### src/sv/fak_pkg.sv
package fak_pkg;

  localparam int unsigned WindowSamples = 10;
  localparam int unsigned DefChannels   = 16;
  localparam int unsigned CfgIdxW       = 2;
  localparam int unsigned CfgDataW      = 16;

  localparam logic [CfgIdxW-1:0] CfgProcNoise = 2'd0;
  localparam logic [CfgIdxW-1:0] CfgMeasNoise = 2'd1;
  localparam logic [CfgIdxW-1:0] CfgInitVar   = 2'd2;

  localparam logic [15:0] RstProcNoise = 16'd66;
  localparam logic [15:0] RstMeasNoise = 16'd13107;
  localparam logic [15:0] RstInitVar   = 16'd1311;

  typedef struct packed {
    logic [11:0] sample;
    logic [3:0]  channel;
  } in_item_t;

  typedef struct packed {
    logic [20:0] raw_amplitude;
    logic [15:0] filtered_amplitude;
    logic [3:0]  result_channel;
  } out_item_t;

  typedef enum logic [3:0] {
    ST_IDLE,
    ST_INIT,
    ST_ACC,
    ST_SQ,
    ST_SQRT,
    ST_LOAD,
    ST_DIV,
    ST_UPD1,
    ST_UPD2,
    ST_OUT
  } fak_state_e;

  typedef struct packed {
    logic init_step;
    logic load_item;
    logic acc_step;
    logic sq_step;
    logic sqrt_start;
    logic sqrt_step;
    logic kal_load;
    logic div_start;
    logic div_step;
    logic upd1;
    logic upd2;
    logic emit;
  } fak_cmd_t;

  typedef struct packed {
    logic init_done;
    logic last_pos;
    logic sq_done;
    logic sqrt_done;
    logic div_done;
    logic ch_valid;
  } fak_sts_t;

  function automatic logic signed [15:0] cos_coef(input logic [3:0] p);
    case (p)
      4'd0: cos_coef = 16'sd5302;
      4'd1: cos_coef = 16'sd2025;
      4'd2: cos_coef = -16'sd2025;
      4'd3: cos_coef = -16'sd5302;
      4'd4: cos_coef = -16'sd6554;
      4'd5: cos_coef = -16'sd5302;
      4'd6: cos_coef = -16'sd2025;
      4'd7: cos_coef = 16'sd2025;
      4'd8: cos_coef = 16'sd5302;
      4'd9: cos_coef = 16'sd6554;
      default: cos_coef = 16'sd0;
    endcase
  endfunction

  function automatic logic signed [15:0] sin_coef(input logic [3:0] p);
    case (p)
      4'd0: sin_coef = 16'sd3850;
      4'd1: sin_coef = 16'sd6232;
      4'd2: sin_coef = 16'sd6232;
      4'd3: sin_coef = 16'sd3850;
      4'd5: sin_coef = -16'sd3850;
      4'd6: sin_coef = -16'sd6232;
      4'd7: sin_coef = -16'sd6232;
      4'd8: sin_coef = -16'sd3850;
      default: sin_coef = 16'sd0;
    endcase
  endfunction

endpackage

### src/sv/fak_ctrl.sv
module fak_ctrl (
  input  logic             clk_i,
  input  logic             rst_ni,
  input  logic             in_valid_i,
  output logic             in_stall_o,
  output logic             out_valid_o,
  input  logic             out_stall_i,
  input  fak_pkg::fak_sts_t sts_i,
  output fak_pkg::fak_cmd_t cmd_o
);
  import fak_pkg::*;

  fak_state_e state_q, state_d;
  logic       ov_q, ov_d;

  always_ff @(posedge clk_i or negedge rst_ni) begin
    if (!rst_ni) begin
      state_q <= ST_INIT;
      ov_q    <= 1'b0;
    end else begin
      state_q <= state_d;
      ov_q    <= ov_d;
    end
  end

  // next state
  always_comb begin
    state_d = state_q;
    case (state_q)
      ST_INIT: if (sts_i.init_done) state_d = ST_IDLE;
      ST_IDLE: if (in_valid_i) state_d = ST_ACC;
      ST_ACC:  state_d = sts_i.last_pos ? ST_SQ : ST_IDLE;
      ST_SQ:   if (sts_i.sq_done) state_d = ST_SQRT;
      ST_SQRT: if (sts_i.sqrt_done) state_d = sts_i.ch_valid ? ST_LOAD : ST_OUT;
      ST_LOAD: state_d = ST_DIV;
      ST_DIV:  if (sts_i.div_done) state_d = ST_UPD1;
      ST_UPD1: state_d = ST_UPD2;
      ST_UPD2: state_d = ST_OUT;
      ST_OUT:  if (!ov_q || !out_stall_i) state_d = ST_IDLE;
      default: state_d = ST_IDLE;
    endcase
  end

  // outputs
  always_comb begin
    cmd_o      = '0;
    in_stall_o = (state_q != ST_IDLE);
    ov_d       = ov_q && out_stall_i;
    case (state_q)
      ST_INIT: cmd_o.init_step = 1'b1;
      ST_IDLE: cmd_o.load_item = in_valid_i;
      ST_ACC:  begin
        cmd_o.acc_step   = 1'b1;
        cmd_o.sqrt_start = sts_i.last_pos;
      end
      ST_SQ:   cmd_o.sq_step = 1'b1;
      ST_SQRT: cmd_o.sqrt_step = 1'b1;
      ST_LOAD: begin
        cmd_o.kal_load  = 1'b1;
        cmd_o.div_start = 1'b1;
      end
      ST_DIV:  cmd_o.div_step = 1'b1;
      ST_UPD1: cmd_o.upd1 = 1'b1;
      ST_UPD2: cmd_o.upd2 = 1'b1;
      ST_OUT:  if (!ov_q || !out_stall_i) begin
        cmd_o.emit = 1'b1;
        ov_d       = 1'b1;
      end
      default: ;
    endcase
  end

  assign out_valid_o = ov_q;

endmodule

### config.mk
export PLATFORM = sky130hd
export DESIGN_NAME = fak_ctrl
export DESIGN_NICKNAME = d
export VERILOG_FILES = /design/src/sv/fak_pkg.sv /design/src/sv/fak_ctrl.sv
export SDC_FILE = /design/constraint.sdc
export NUM_CORES = 1
export LEC_CHECK = 0
export CAP_MARGIN = 20
export CORE_AREA = 8 8 45 47
export DETAILED_ROUTE_END_ITERATION = 12
export DIE_AREA = 0 0 53 55
export DONT_BUFFER_PORTS = 1
export HOLD_SLACK_MARGIN = 0.1
export PLACE_DENSITY = 0.49
export SKIP_LAST_GASP = 1
export SLEW_MARGIN = 20
export SYNTH_ARGS = -nofsm -noshare
export SYNTH_HDL_FRONTEND = slang
export SYNTH_SLANG_ARGS = --single-unit
### constraint.sdc
create_clock -name clk_i -period 2.1 [get_ports clk_i]
set_input_delay 0.315 -clock clk_i [delete_from_list [all_inputs] [get_ports clk_i]]
set_output_delay 0.315 -clock clk_i [all_outputs]
set_load 0.02 [all_outputs]
# [Word level (Yosys, flattened, before mapping)]
# Cells that the tools add are included.
[word_totals] reg_bits=5 in_bits=10 output_inout_bits=14 word_cells=47
[op_classes] eq_ne=15 n_mux=23 reduce_logical=7
[op_table] op="case mux 4 bit (10 select lines)" count=1
[op_table] op="2-to-1 mux 4 bit" count=7
[op_table] op="equality test 4 x 3 -> 1 bit (second input constant)" count=4
[op_table] op="2-to-1 mux 1 bit" count=13
[op_table] op="inequality test 2 bit (second input constant)" count=6
[op_table] op="equality test 4 x 2 -> 1 bit (second input constant)" count=2
[op_table] op="equality test 4 bit (second input constant)" count=2
[op_table] op="AND reduction 6 bit" count=1
[op_table] op="equality test 4 x 1 -> 1 bit (second input constant)" count=1
[op_table] op="zero test 4 bit" count=1
[op_table] op="2-to-1 mux 2 bit" count=2
[op_table] op="nonzero test 4 bit" count=1
[op_table] op="zero test 1 bit" count=2
[op_table] op="logical AND 1 bit" count=1
[op_table] op="logical OR 1 bit" count=1

# [Longest topological paths before layout]
# Gate-level depths: netlist of the first run.
[logic_depth] word_depth=4 ltp_mapped=6 depth_no_buf=5

# [Least setup slack after synthesis of the first run]
# No wires, ideal clock.
[synth_path] path_kind="reg2out" startpoint="register state_q[0]" endpoint="output cmd_o[7] (netlist name)" arrival_ns=1.552 required_time_ns=1.785 setup_slack_ns=0.233 stages_incl_launch_ff=5 n_path_buf=1 cell_sequence="dfstp_2 buf_6 or2b_1 nor3_1 and2_1"
[synth_rtl] element="from (decl)" line="fak_ctrl.sv:13" rtl="fak_state_e state_q, state_d;"
[synth_rtl] element="from (signal assigned)" line="fak_ctrl.sv:21" rtl="state_q <= state_d;"
[synth_rtl] element="to (decl)" line="fak_ctrl.sv:9" rtl="output fak_pkg::fak_cmd_t cmd_o"

==> results of run 1 <==
## registers in the layout (all words and copies together) (netlist names)
signal and count:
state_q 4, out_valid_o 1
## worst max-delay path: stages, from the launching register on
cell and delay [ns]:
dfstp_2 0.61, nand2b_1 0.15, or2_2 0.34, a21oi_2 0.24
## timing repair
action,CTS,global route
hold endpoints to repair,5,0
hold buffers,1,0
gates resized for setup,0,1
endpoints found under the setup margin,0,1
## cell families (layout without fill, tap and decap cells)
logic type / count (synthesis) / in the layout / share of synthesized area, %
flops: 5 / 5 / 25.1
buf+inv: 8 / 13 / 11.4
compound gates: 15 / 15 / 25.8
mux: 1 / 1 / 2.98
simple gates: 32 / 32 / 34.7
## metrics by stage
step | total power [mW] | cells | util (%) | hold slack [ns]
detailed placement | 0.759 | 77 | 37.3 | 0.0196
global placement | 0.759 | 77 | 37.3 | 0.0196
floorplan | 0.684 | 61 | - | 0.0194
global route | 0.946 | 82 | 40.1 | 0.234
finish | 0.868 | 82 | 40.1 | 0.201
CTS | 0.878 | 82 | 39.9 | 0.195
## per-layer routing
metal / global-route usage (%) / share of wire (%) / vias up
li1: - / - / 220
met1: 9.73 / 42 / 196
met2: 15.0 / 50 / 12
met3: 2.94 / 7.7 / 0
met4: 1.29 / 0 / 0
met5: 0 / 0 / -
## power by group
part           internal (mW)  total (mW)  switching [mW]
combinational          0.227       0.548           0.321
sequential             0.135       0.208          0.0731
clock                 0.0718       0.111          0.0392
## synthesized netlist by cell type, types with 2 or more instances
| library cell | count |
|---|---|
| nor2_1 | 10 |
| nand2_1 | 5 |
| o21ai_0 | 5 |
| a21oi_1 | 4 |
| dfrtp_1 | 4 |
| buf_6 | 3 |
| inv_1 | 3 |
| nor3_1 | 3 |
| nand2b_1 | 2 |
## worst paths after layout
path,startpoint,to,slack (ns),depth (start not counted)
worst max-delay path,state_q[0]$_DFFE_PN1P_,cmd_o[0],0.21,3
worst min-delay path,out_stall_i,out_valid_o$_DFF_PN0_,0.20,2
worst max register to register,state_q[0]$_DFFE_PN1P_,state_q[2]$_DFFE_PN0P_,0.35,4
worst min register to register,state_q[0]$_DFFE_PN1P_,state_q[0]$_DFFE_PN1P_,0.58,1
max in group asynchronous,rst_ni,state_q[0]$_DFFE_PN1P_,1.48,1
min in group asynchronous,rst_ni,out_valid_o$_DFF_PN0_,0.36,1
## final cells by class
cell class | instances | area (µm²) | share of cell area (%)
multi-input cells | 48 | 324 | 58.3
flip-flops and latches | 5 | 126 | 22.7
repair buffers | 6 | 47.5 | 8.56
clock buffers | 4 | 26.3 | 4.73
well taps | 16 | 20.0 | 3.60
inverters | 3 | 11.3 | 2.03
==> impl_results.md, run 1 <==
* Status: complete, no violations
* Rows at 14
* Arrival time worst endpoint at 1.58 ns
* P_leak at 0.246 nW
* Filler Cell Count at 150
* Power Dens Cells at 1560 nW/µm²
* Post-synth EDFFs at 0
* Final WS setup at 0.209 ns
* GRT overflow at 0
* Fin. Hold Viols at 0
* Slew margin rel. at 69.5%
* Yosys top cell area share at 19.9%
* Synthesized flop and latch total at 5
* # setup viols final at 0
* Wire per inst at 14.8 µm
* Pin count of the biggest net entering global routing at 12
* Core Footprint at 1380 µm²
* Setup crit start kind: register
* Maxcap violations at 0
* Synth warn at 0
* Final nets at 77
* Period Utilization, post-route at 90.0%
* Die W at 53 µm
* Cells after Synth at 61
* Area grow syn2layout at 10.2%
* Top cells by area, synth: dfrtp_1 20%, nor2_1 7.4%, buf_6 6.7%, a221oi_4 5.2%, dfstp_2 5.2%
* Diode count at 0
* Share of layout cells above drive strength 1 at 31.8%
* CTS tree: yes
* Clock-pin slew on the worst setup and hold paths at 0.04 ns
* Post-CTS Setup Repair Bufs at 0
* Max Fanout on Critical Path at 11
* # IOs at 24
* Die Ht at 55 µm
* Slew at the pin with the worst max-slew slack at 0.455 ns
* Commonest non-fill, non-tap cell in the layout: nor2_1
* Place WS at 0.330 ns
* TritonRoute pass-1 iters at 1
* Total CTS buffers at 3
* Avg Inst Size Synth at 8.27 µm²
* Root buffer cell: clkbuf_4
* CP endpoint kind: primary output
* Skew final at 0.00247 ns
* HP Class: primary input to register
* RSZ-0062 raised after global routing: no
* Tmin final at 1.89 ns
* Routed wire length at 1210 µm
* Initial antenna violation count at 0
* Latest clock arrival within the worst-skew pair at 0.24 ns
* Critical path class: register to primary output
* 1st-iter DRT viols at 0
* Worst Path Required at 1.78 ns
* CTS sink cnt at 5
* Final Wtd Congestion at 0.848
* Tot GR Track Use at 8.47%
* Vias per cell at 5.22
* Vias at 428
* Port Buffer Count at 0
* Most frequent cells in the layout: 10 x nor2_1, 5 x nand2_1, 5 x o21ai_0, 5 x buf_4, 4 x dfrtp_1
* Setup TNS at 0 ns
* Fmax at 0.529 GHz
* Final Slew Violations at 0
* DRC violations left at 0
* Initial core utilization at 36.4%
* Synth cell types at 31
* Area leader, netlist: dfrtp_1
* Syn_nets at 71
* Cell Area, Synth at 504 µm²
* Design area at 556 µm²
* Asr flop ratio synth at 100%
* Main synth FF type: dfrtp_1
* Die ar. at 2920 µm²
* Peak VDD IR at 0.495 mV
* H-tree depth at 1
* Post-synthesis sequential area ratio at 25.1%
* Dpl cell area at 515 µm²
* Post-DP HPWL at 987 µm
* Final ANT Viol Nets at 0
* CTS Buffer Depth at 2
* First-pass GRT wire length at 1890 µm
* Vias in the first global route at 412
Note: power is estimated with default switching activity, not from simulation.
==> run 2: changes to the inputs <==
CELL_PAD_IN_SITES_DETAIL_PLACEMENT = 0   (was not set)
CELL_PAD_IN_SITES_GLOBAL_PLACEMENT = 1   (was not set)
PLACE_DENSITY = not set   (was 0.49)
PLACE_DENSITY_LB_ADDON = 0.05   (was not set)
==> impl_results.md, run 2 (synthesized netlist as in run 1, its figures left out) <==
* Final Wtd Congestion at 0.756 (-11%)
* Min-Delay Endpoint: out_valid_o$_DFF_PN0_
* Die Ht at 55 µm (unchanged)
* First-pass GRT wire length at 1930 µm (+1.9%)
* Worst reg2reg setup slack at 0.39 ns (+0.04 ns)
* Max Fanout on Critical Path at 15 (+4)
* Pin count of the biggest net entering global routing at 16 (+4)
* Most frequent cells in the layout: 10 x nor2_1, 5 x nand2_1, 5 x o21ai_0, 5 x buf_4
* Clock-pin slew on the worst setup and hold paths at 0.04 ns (about the same)
* Latest clock arrival within the worst-skew pair at 0.24 ns (about the same)
* Switch Pwr at 426 µW (-1.8%)
* HP Class: primary input to register
* Met2 GRT Util at 14.5% (-0.59 points)
* Area grow syn2layout at 9.43%
* Final ANT Viol Nets at 0 (unchanged)
* RSZ-0062 raised after global routing: no
* Share of layout cells above drive strength 1 at 30.3% (-1.5 points)
* Switching Share at 49.9% (-0.072 points)
* Worst R2R End: state_q[2]$_DFFE_PN0P_
* Largest register FFs at 4 (unchanged)
* GRT Max-Usage Layer: met2
* Slew margin rel. at 69.8% (+0.31 points)
* Vias at 442 (+3.3%)
* Initial antenna violation count at 0 (unchanged)
* # setup viols final at 0 (unchanged)
* H-tree depth at 1 (unchanged)
* Port Buffer Count at 0 (unchanged)
* 1st-iter DRT viols at 2 (+2)
* Wire per inst at 15.4 µm (+4.3%)
* R2r worst-path depth at 4 (unchanged)
* Maxcap violations at 0 (unchanged)
* Routed wire length at 1260 µm (+4.3%)
* Flip-flop and latch area at 126 µm² (unchanged)
* Initial core utilization at 36.4% (unchanged)
* Rows at 14 (unchanged)
* GRT overflow at 0 (unchanged)
* Arrival time worst endpoint at 1.64 ns (+0.06 ns)
* CTS sink cnt at 5 (unchanged)
* Fin. Hold Viols at 0 (unchanged)
* Met3 Use GR at 5.35% (+2.4 points)
* P_leak at 0.247 nW (+0.31%)
* Hold Path Origin: out_stall_i
* Die ar. at 2920 µm² (unchanged)
* Worst Path Required at 1.78 ns (about the same)
* Post-DP HPWL at 1040 µm (+4.9%)
* Final Slew Violations at 0 (unchanged)
* Clock share of power at 12.9% (about the same)
* Peak VDD IR at 0.582 mV (+18%)
* Most flops, register: state_q
* CTS tree: yes
* CTS Buffer Depth at 2 (unchanged)
* Global Route met1 Usage at 9.05% (-0.68 points)
* Tmin final at 1.96 ns (+0.0693 ns)
* Slew at the pin with the worst max-slew slack at 0.451 ns (-0.00461 ns)
* TritonRoute pass-1 iters at 4 (+3)
* # IOs at 24 (unchanged)
* Final nets at 77 (unchanged)
* Fmax at 0.510 GHz (-3.5%)
* Status: complete, no violations
* Dpl cell area at 515 µm² (unchanged)
* Post-CTS Setup Repair Bufs at 0 (unchanged)
* WHS Path Cells at 2 (unchanged)
* Die W at 53 µm (unchanged)
* Commonest non-fill, non-tap cell in the layout: nor2_1
* Setup crit start kind: register
* Filler Cell Count at 140 (-6.7%)
* Skew final at 0.00606 ns (+0.00359 ns)
* Vias per cell at 5.39 (+3.3%)
* Period Utilization, post-route at 93.3% (+3.3 points)
* Gate power share at 61.9% (-1.3 points)
* Power Dens Cells at 1550 nW/µm² (-0.95%)
* Area of the multi-input gates at 320 µm² (-1.2%)
* Root buffer cell: clkbuf_4
* Setup TNS at 0 ns (unchanged)
* Register share of total power at 25.2% (+1.2 points)
* Diode count at 0 (unchanged)
* Tot GR Track Use at 8.77% (+0.30 points)
* Critical path class: register to primary output
* CP endpoint kind: primary output
* Core Footprint at 1380 µm² (unchanged)
* Vias in the first global route at 413 (+0.24%)
* DRC violations left at 0 (unchanged)
* Design area at 552 µm² (-0.68%)
* Total CTS buffers at 3 (unchanged)
* Worst r2r src: state_q[0]$_DFFE_PN1P_
* Int Pwr at 428 µW (-1.5%)
==> run 2: changes by cell type in the layout (fill, tap and decap cells not counted) <==
cell,previous run,this run
a21oi_1,3,4
a21oi_2,1,0
==> run 2: layout make-up <==
cell class                      count  share of cell area, %
Multi-Input combinational cell     48                   58.0
Sequential cell                     5                   22.9
Timing Repair Buffer                6                   8.62
Clock buffer                        4                   4.76
Tap cell                           16                   3.63
Inverter                            3                   2.04
==> run 2: what timing repair did <==
| item | in CTS | in global routing |
|---|---|---|
| gates resized for setup | 0 | 0 |
| endpoints found under the hold margin | 5 | 0 |
| hold buffers | 1 | 0 |
| endpoints found under the setup margin | 0 | 0 |
==> run 2: through the flow <==
stage / instances / hold slack (ns) / utilization [%] / total power, mW / worst slack [ns]
after global routing: 82 / 0.221 / 39.9 / 0.931 / 0.0499
after detailed placement: 77 / 0.0196 / 37.3 / 0.750 / 0.373
final: 82 / 0.202 / 39.9 / 0.853 / 0.140
after CTS: 82 / 0.193 / 39.9 / 0.865 / 0.123
after floorplan: 61 / 0.0194 / - / 0.684 / 0.233
after global placement: 77 / 0.0196 / 37.3 / 0.748 / 0.404
==> run 2: critical path, cell delays in order (launching register included) <==
cell	delay [ns]
dfrtp_1	0.53
nand2b_2	0.30
or2_2	0.30
a21oi_1	0.12
buf_4	0.16
==> run 2: power groups by stage <==
stage          Combinational, mW  Clock, mW  Sequential (mW)
3_5_place_dp               0.534          0            0.216
6_report                   0.528      0.110            0.215
2_1_floorplan              0.529          0            0.156
5_1_grt                    0.579      0.127            0.225
4_1_cts                    0.537      0.113            0.215
3_3_place_gp               0.534          0            0.214
==> run 2: per-layer routing <==
metal	vias up	part of all wire (%)
met2	13	50
li1	222	-
met5	-	0
met4	0	0
met1	207	39
met3	0	10
==> run 2: worst max-delay path by stage <==
stage	from	to	slack (ns)
finish	state_q[2]$_DFFE_PN0P_	cmd_o[0]	0.14
floorplan	state_q[0]$_DFFE_PN1P_	cmd_o[7]	0.23
global placement	state_q[0]$_DFFE_PN1P_	state_q[2]$_DFFE_PN0P_	0.40
CTS	state_q[2]$_DFFE_PN0P_	cmd_o[0]	0.12
global route	state_q[2]$_DFFE_PN0P_	cmd_o[0]	0.05
detailed placement	state_q[0]$_DFFE_PN1P_	state_q[2]$_DFFE_PN0P_	0.37
==> run 3: changes to the inputs <==
CORE_AREA = not set   (was 8 8 45 47)
CORE_MARGIN = 8   (was not set)
CORE_UTILIZATION = 36   (was not set)
DIE_AREA = not set   (was 0 0 53 55)
clock period = 1.65 ns   (was 2.1 ns; I/O delays follow)
==> impl_results.md, run 3 (synthesized netlist as in run 1, its figures left out) <==
* Status: finished, violations left
* Failing checks: setup timing
* # setup viols final at 2 (+2)
* Die ar. at 2850 µm² (-2.1%)
* M1 WL at 533 µm (+7.9%)
* Top Layer Used: met3
* Worst R2R End: state_q[2]$_DFFE_PN0P_
* CP Cell Sequence: or2_4, o22ai_4, a221oi_4, mux2_4
* Final Wtd Congestion at 0.784 (+3.7%)
* CP endpoint kind: register
* Vias per cell at 5.29 (-1.8%)
* Fmax at 0.600 GHz
* GRT overflow at 0 (unchanged)
* Pin count of the biggest net entering global routing at 11 (-5)
* Filler Cell Count at 137 (-2.1%)
* Largest register FFs at 4 (unchanged)
* Tot Pwr at 1.41 mW (+65%)
* Most flops, register: state_q
* HP Class: primary input to register
* CP Depth at 4 (unchanged)
* Area grow syn2layout at 43.2%
* # IOs at 24 (unchanged)
* DRC violations left at 0 (unchanged)
* Family with the most delay on the worst path: flip-flops
* Worst Path Required at 1.78 ns (about the same)
* Slew margin rel. at 74.4% (+4.6 points)
* Dpl cell area at 594 µm² (+15%)
* CTS tree: yes
* Commonest non-fill, non-tap cell in the layout: buf_4
* Power Dens Cells at 1950 nW/µm² (+26%)
* Setup crit start: state_q[0]$_DFFE_PN1P_
* Final ANT Viol Nets at 0 (unchanged)
* Arrival time worst endpoint at 1.79 ns (+0.15 ns)
* Setup TNS at -0.0189 ns (-0.0189 ns)
* Max Fanout on Critical Path at 6 (-9)
* Design area at 722 µm² (+31%)
* Critical Path Slowest Stage Cell: dfstp_2
* CP endpoint: state_q[2]$_DFFE_PN0P_
* P_leak at 0.337 nW (+36%)
* Most frequent cells in the layout: 17 x buf_4, 7 x nor2_1, 5 x nand2_1, 5 x o21ai_0, 4 x dfrtp_1
* Initial antenna violation count at 0 (unchanged)
* Vias in the first global route at 478 (+16%)
* Critical path class: register to register
* Latest clock arrival within the worst-skew pair at 0.25 ns (about the same)
* Setup crit start kind: register
* Tot GR Track Use at 9.73% (+0.95 points)
* 1st-iter DRT viols at 5 (+3)
* Final Slew Violations at 0 (unchanged)
* Peak VDD IR at 0.751 mV (+29%)
* Die Ht at 53.4 µm (-2.9%)
* Maxcap violations at 0 (unchanged)
* Slew at the pin with the worst max-slew slack at 0.383 ns (-0.0682 ns)
* Share of layout cells above drive strength 1 at 54.3% (+24 points)
* Wire per inst at 15.3 µm (-0.51%)
* Final design utilization at 55.5% (+16 points)
* H-tree depth at 1 (unchanged)
* First-pass GRT wire length at 2110 µm (+9.7%)
* Tmin final at 1.67 ns
* Initial core utilization at 38.8% (+2.3 points)
* CTS sink cnt at 5 (unchanged)
* Fin. Hold Viols at 0 (unchanged)
* Met3 Wirelength at 178 µm (+37%)
* CP bufs+invs at 0 (-1)
* Metal2 WL at 759 µm (+19%)
* Final nets at 92 (+19%)
* Post-DP HPWL at 1140 µm (+10%)
* Core Footprint at 1300 µm² (-6.0%)
* Port Buffer Count at 0 (unchanged)
* Diode count at 0 (unchanged)
* TritonRoute pass-1 iters at 4 (unchanged)
* Crit-path max cell delay at 0.59 ns (+0.06 ns)
* Die W at 53.4 µm (+0.80%)
* Worst reg2reg setup slack at -0.02 ns (-0.41 ns)
* Final WS setup at -0.0164 ns (-0.157 ns)
* Total CTS buffers at 3 (unchanged)
* Clock-pin slew on the worst setup and hold paths at 0.05 ns (about the same)
* Rows at 13 (-1)
* R2r worst-path depth at 4 (unchanged)
* CTS Buffer Depth at 2 (unchanged)
* Root buffer cell: clkbuf_4
* Skew final at 0.00515 ns (-0.000911 ns)
* Period Utilization, post-route at 101%
* Vias at 508 (+15%)
* Worst r2r src: state_q[0]$_DFFE_PN1P_
* RSZ-0062 raised after global routing: yes
* Routed wire length at 1470 µm (+16%)
## run 3: cell count changes in the layout (fill, tap and decap cells not counted), sizes merged
| cell | previous run | this run |
|---|---|---|
| buf | 5 | 20 |
## run 3: cell type report
type                       instances  area [µm²]  share of cell area, %
multi-input combinational         48         368                   51.0
tap                               15        18.8                   2.60
inverter                           3        11.3                   1.56
clock buffer                       4        26.3                   3.64
timing repair buffer              21         171                   23.7
sequential                         5         126                   17.5
## run 3: worst reg2reg max path, cell delays in order, from the launching register on
cell,delay [ns]
dfstp_2,0.59
or2_4,0.17
o22ai_4,0.07
a221oi_4,0.39
mux2_4,0.33
## run 3: per-stage QoR
step / setup WS, ns / hold WS [ns] / instances
6_report: -0.0164 / 0.128 / 96
5_1_grt: -0.106 / 0.131 / 96
4_1_cts: -0.0103 / 0.120 / 96
3_5_place_dp: -0.0143 / -0.0479 / 86
3_3_place_gp: 0.00164 / -0.0479 / 86
2_1_floorplan: 0.00845 / -0.0481 / 61
## run 3: report_power, final
group          internal, mW  leakage (nW)  switching (mW)  total [mW]
sequential            0.172        0.0635          0.0532       0.225
combinational         0.493         0.258           0.544        1.04
clock                0.0917        0.0150          0.0549       0.147
## run 3: worst min-delay path by stage
| stage | startpoint | cells past startpoint | slack, ns | end |
|---|---|---|---|---|
| floorplan | rst_ni | 0 | -0.05 | out_valid_o$_DFF_PN0_ |
| global placement | rst_ni | 0 | -0.05 | state_q[3]$_DFFE_PN0P_ |
| detailed placement | rst_ni | 0 | -0.05 | state_q[2]$_DFFE_PN0P_ |
| CTS | out_stall_i | 2 | 0.12 | out_valid_o$_DFF_PN0_ |
| global route | out_stall_i | 2 | 0.13 | out_valid_o$_DFF_PN0_ |
| finish | out_stall_i | 2 | 0.13 | out_valid_o$_DFF_PN0_ |
## run 3: repair_timing
action,4_1_cts,5_1_grt
hold buffers,1,0
setup buffers,5,0
resized for setup,7,9
endpoints found under the hold margin,5,0
pin swaps,2,2
setup endpoints to repair,4,10
## run 3: routing by layer
layer / GRT usage [%] / vias to the layer above
li1: - / 250
met1: 10.1 / 239
met2: 16.0 / 19
met3: 6.72 / 0
met4: 1.68 / 0
met5: 0 / -
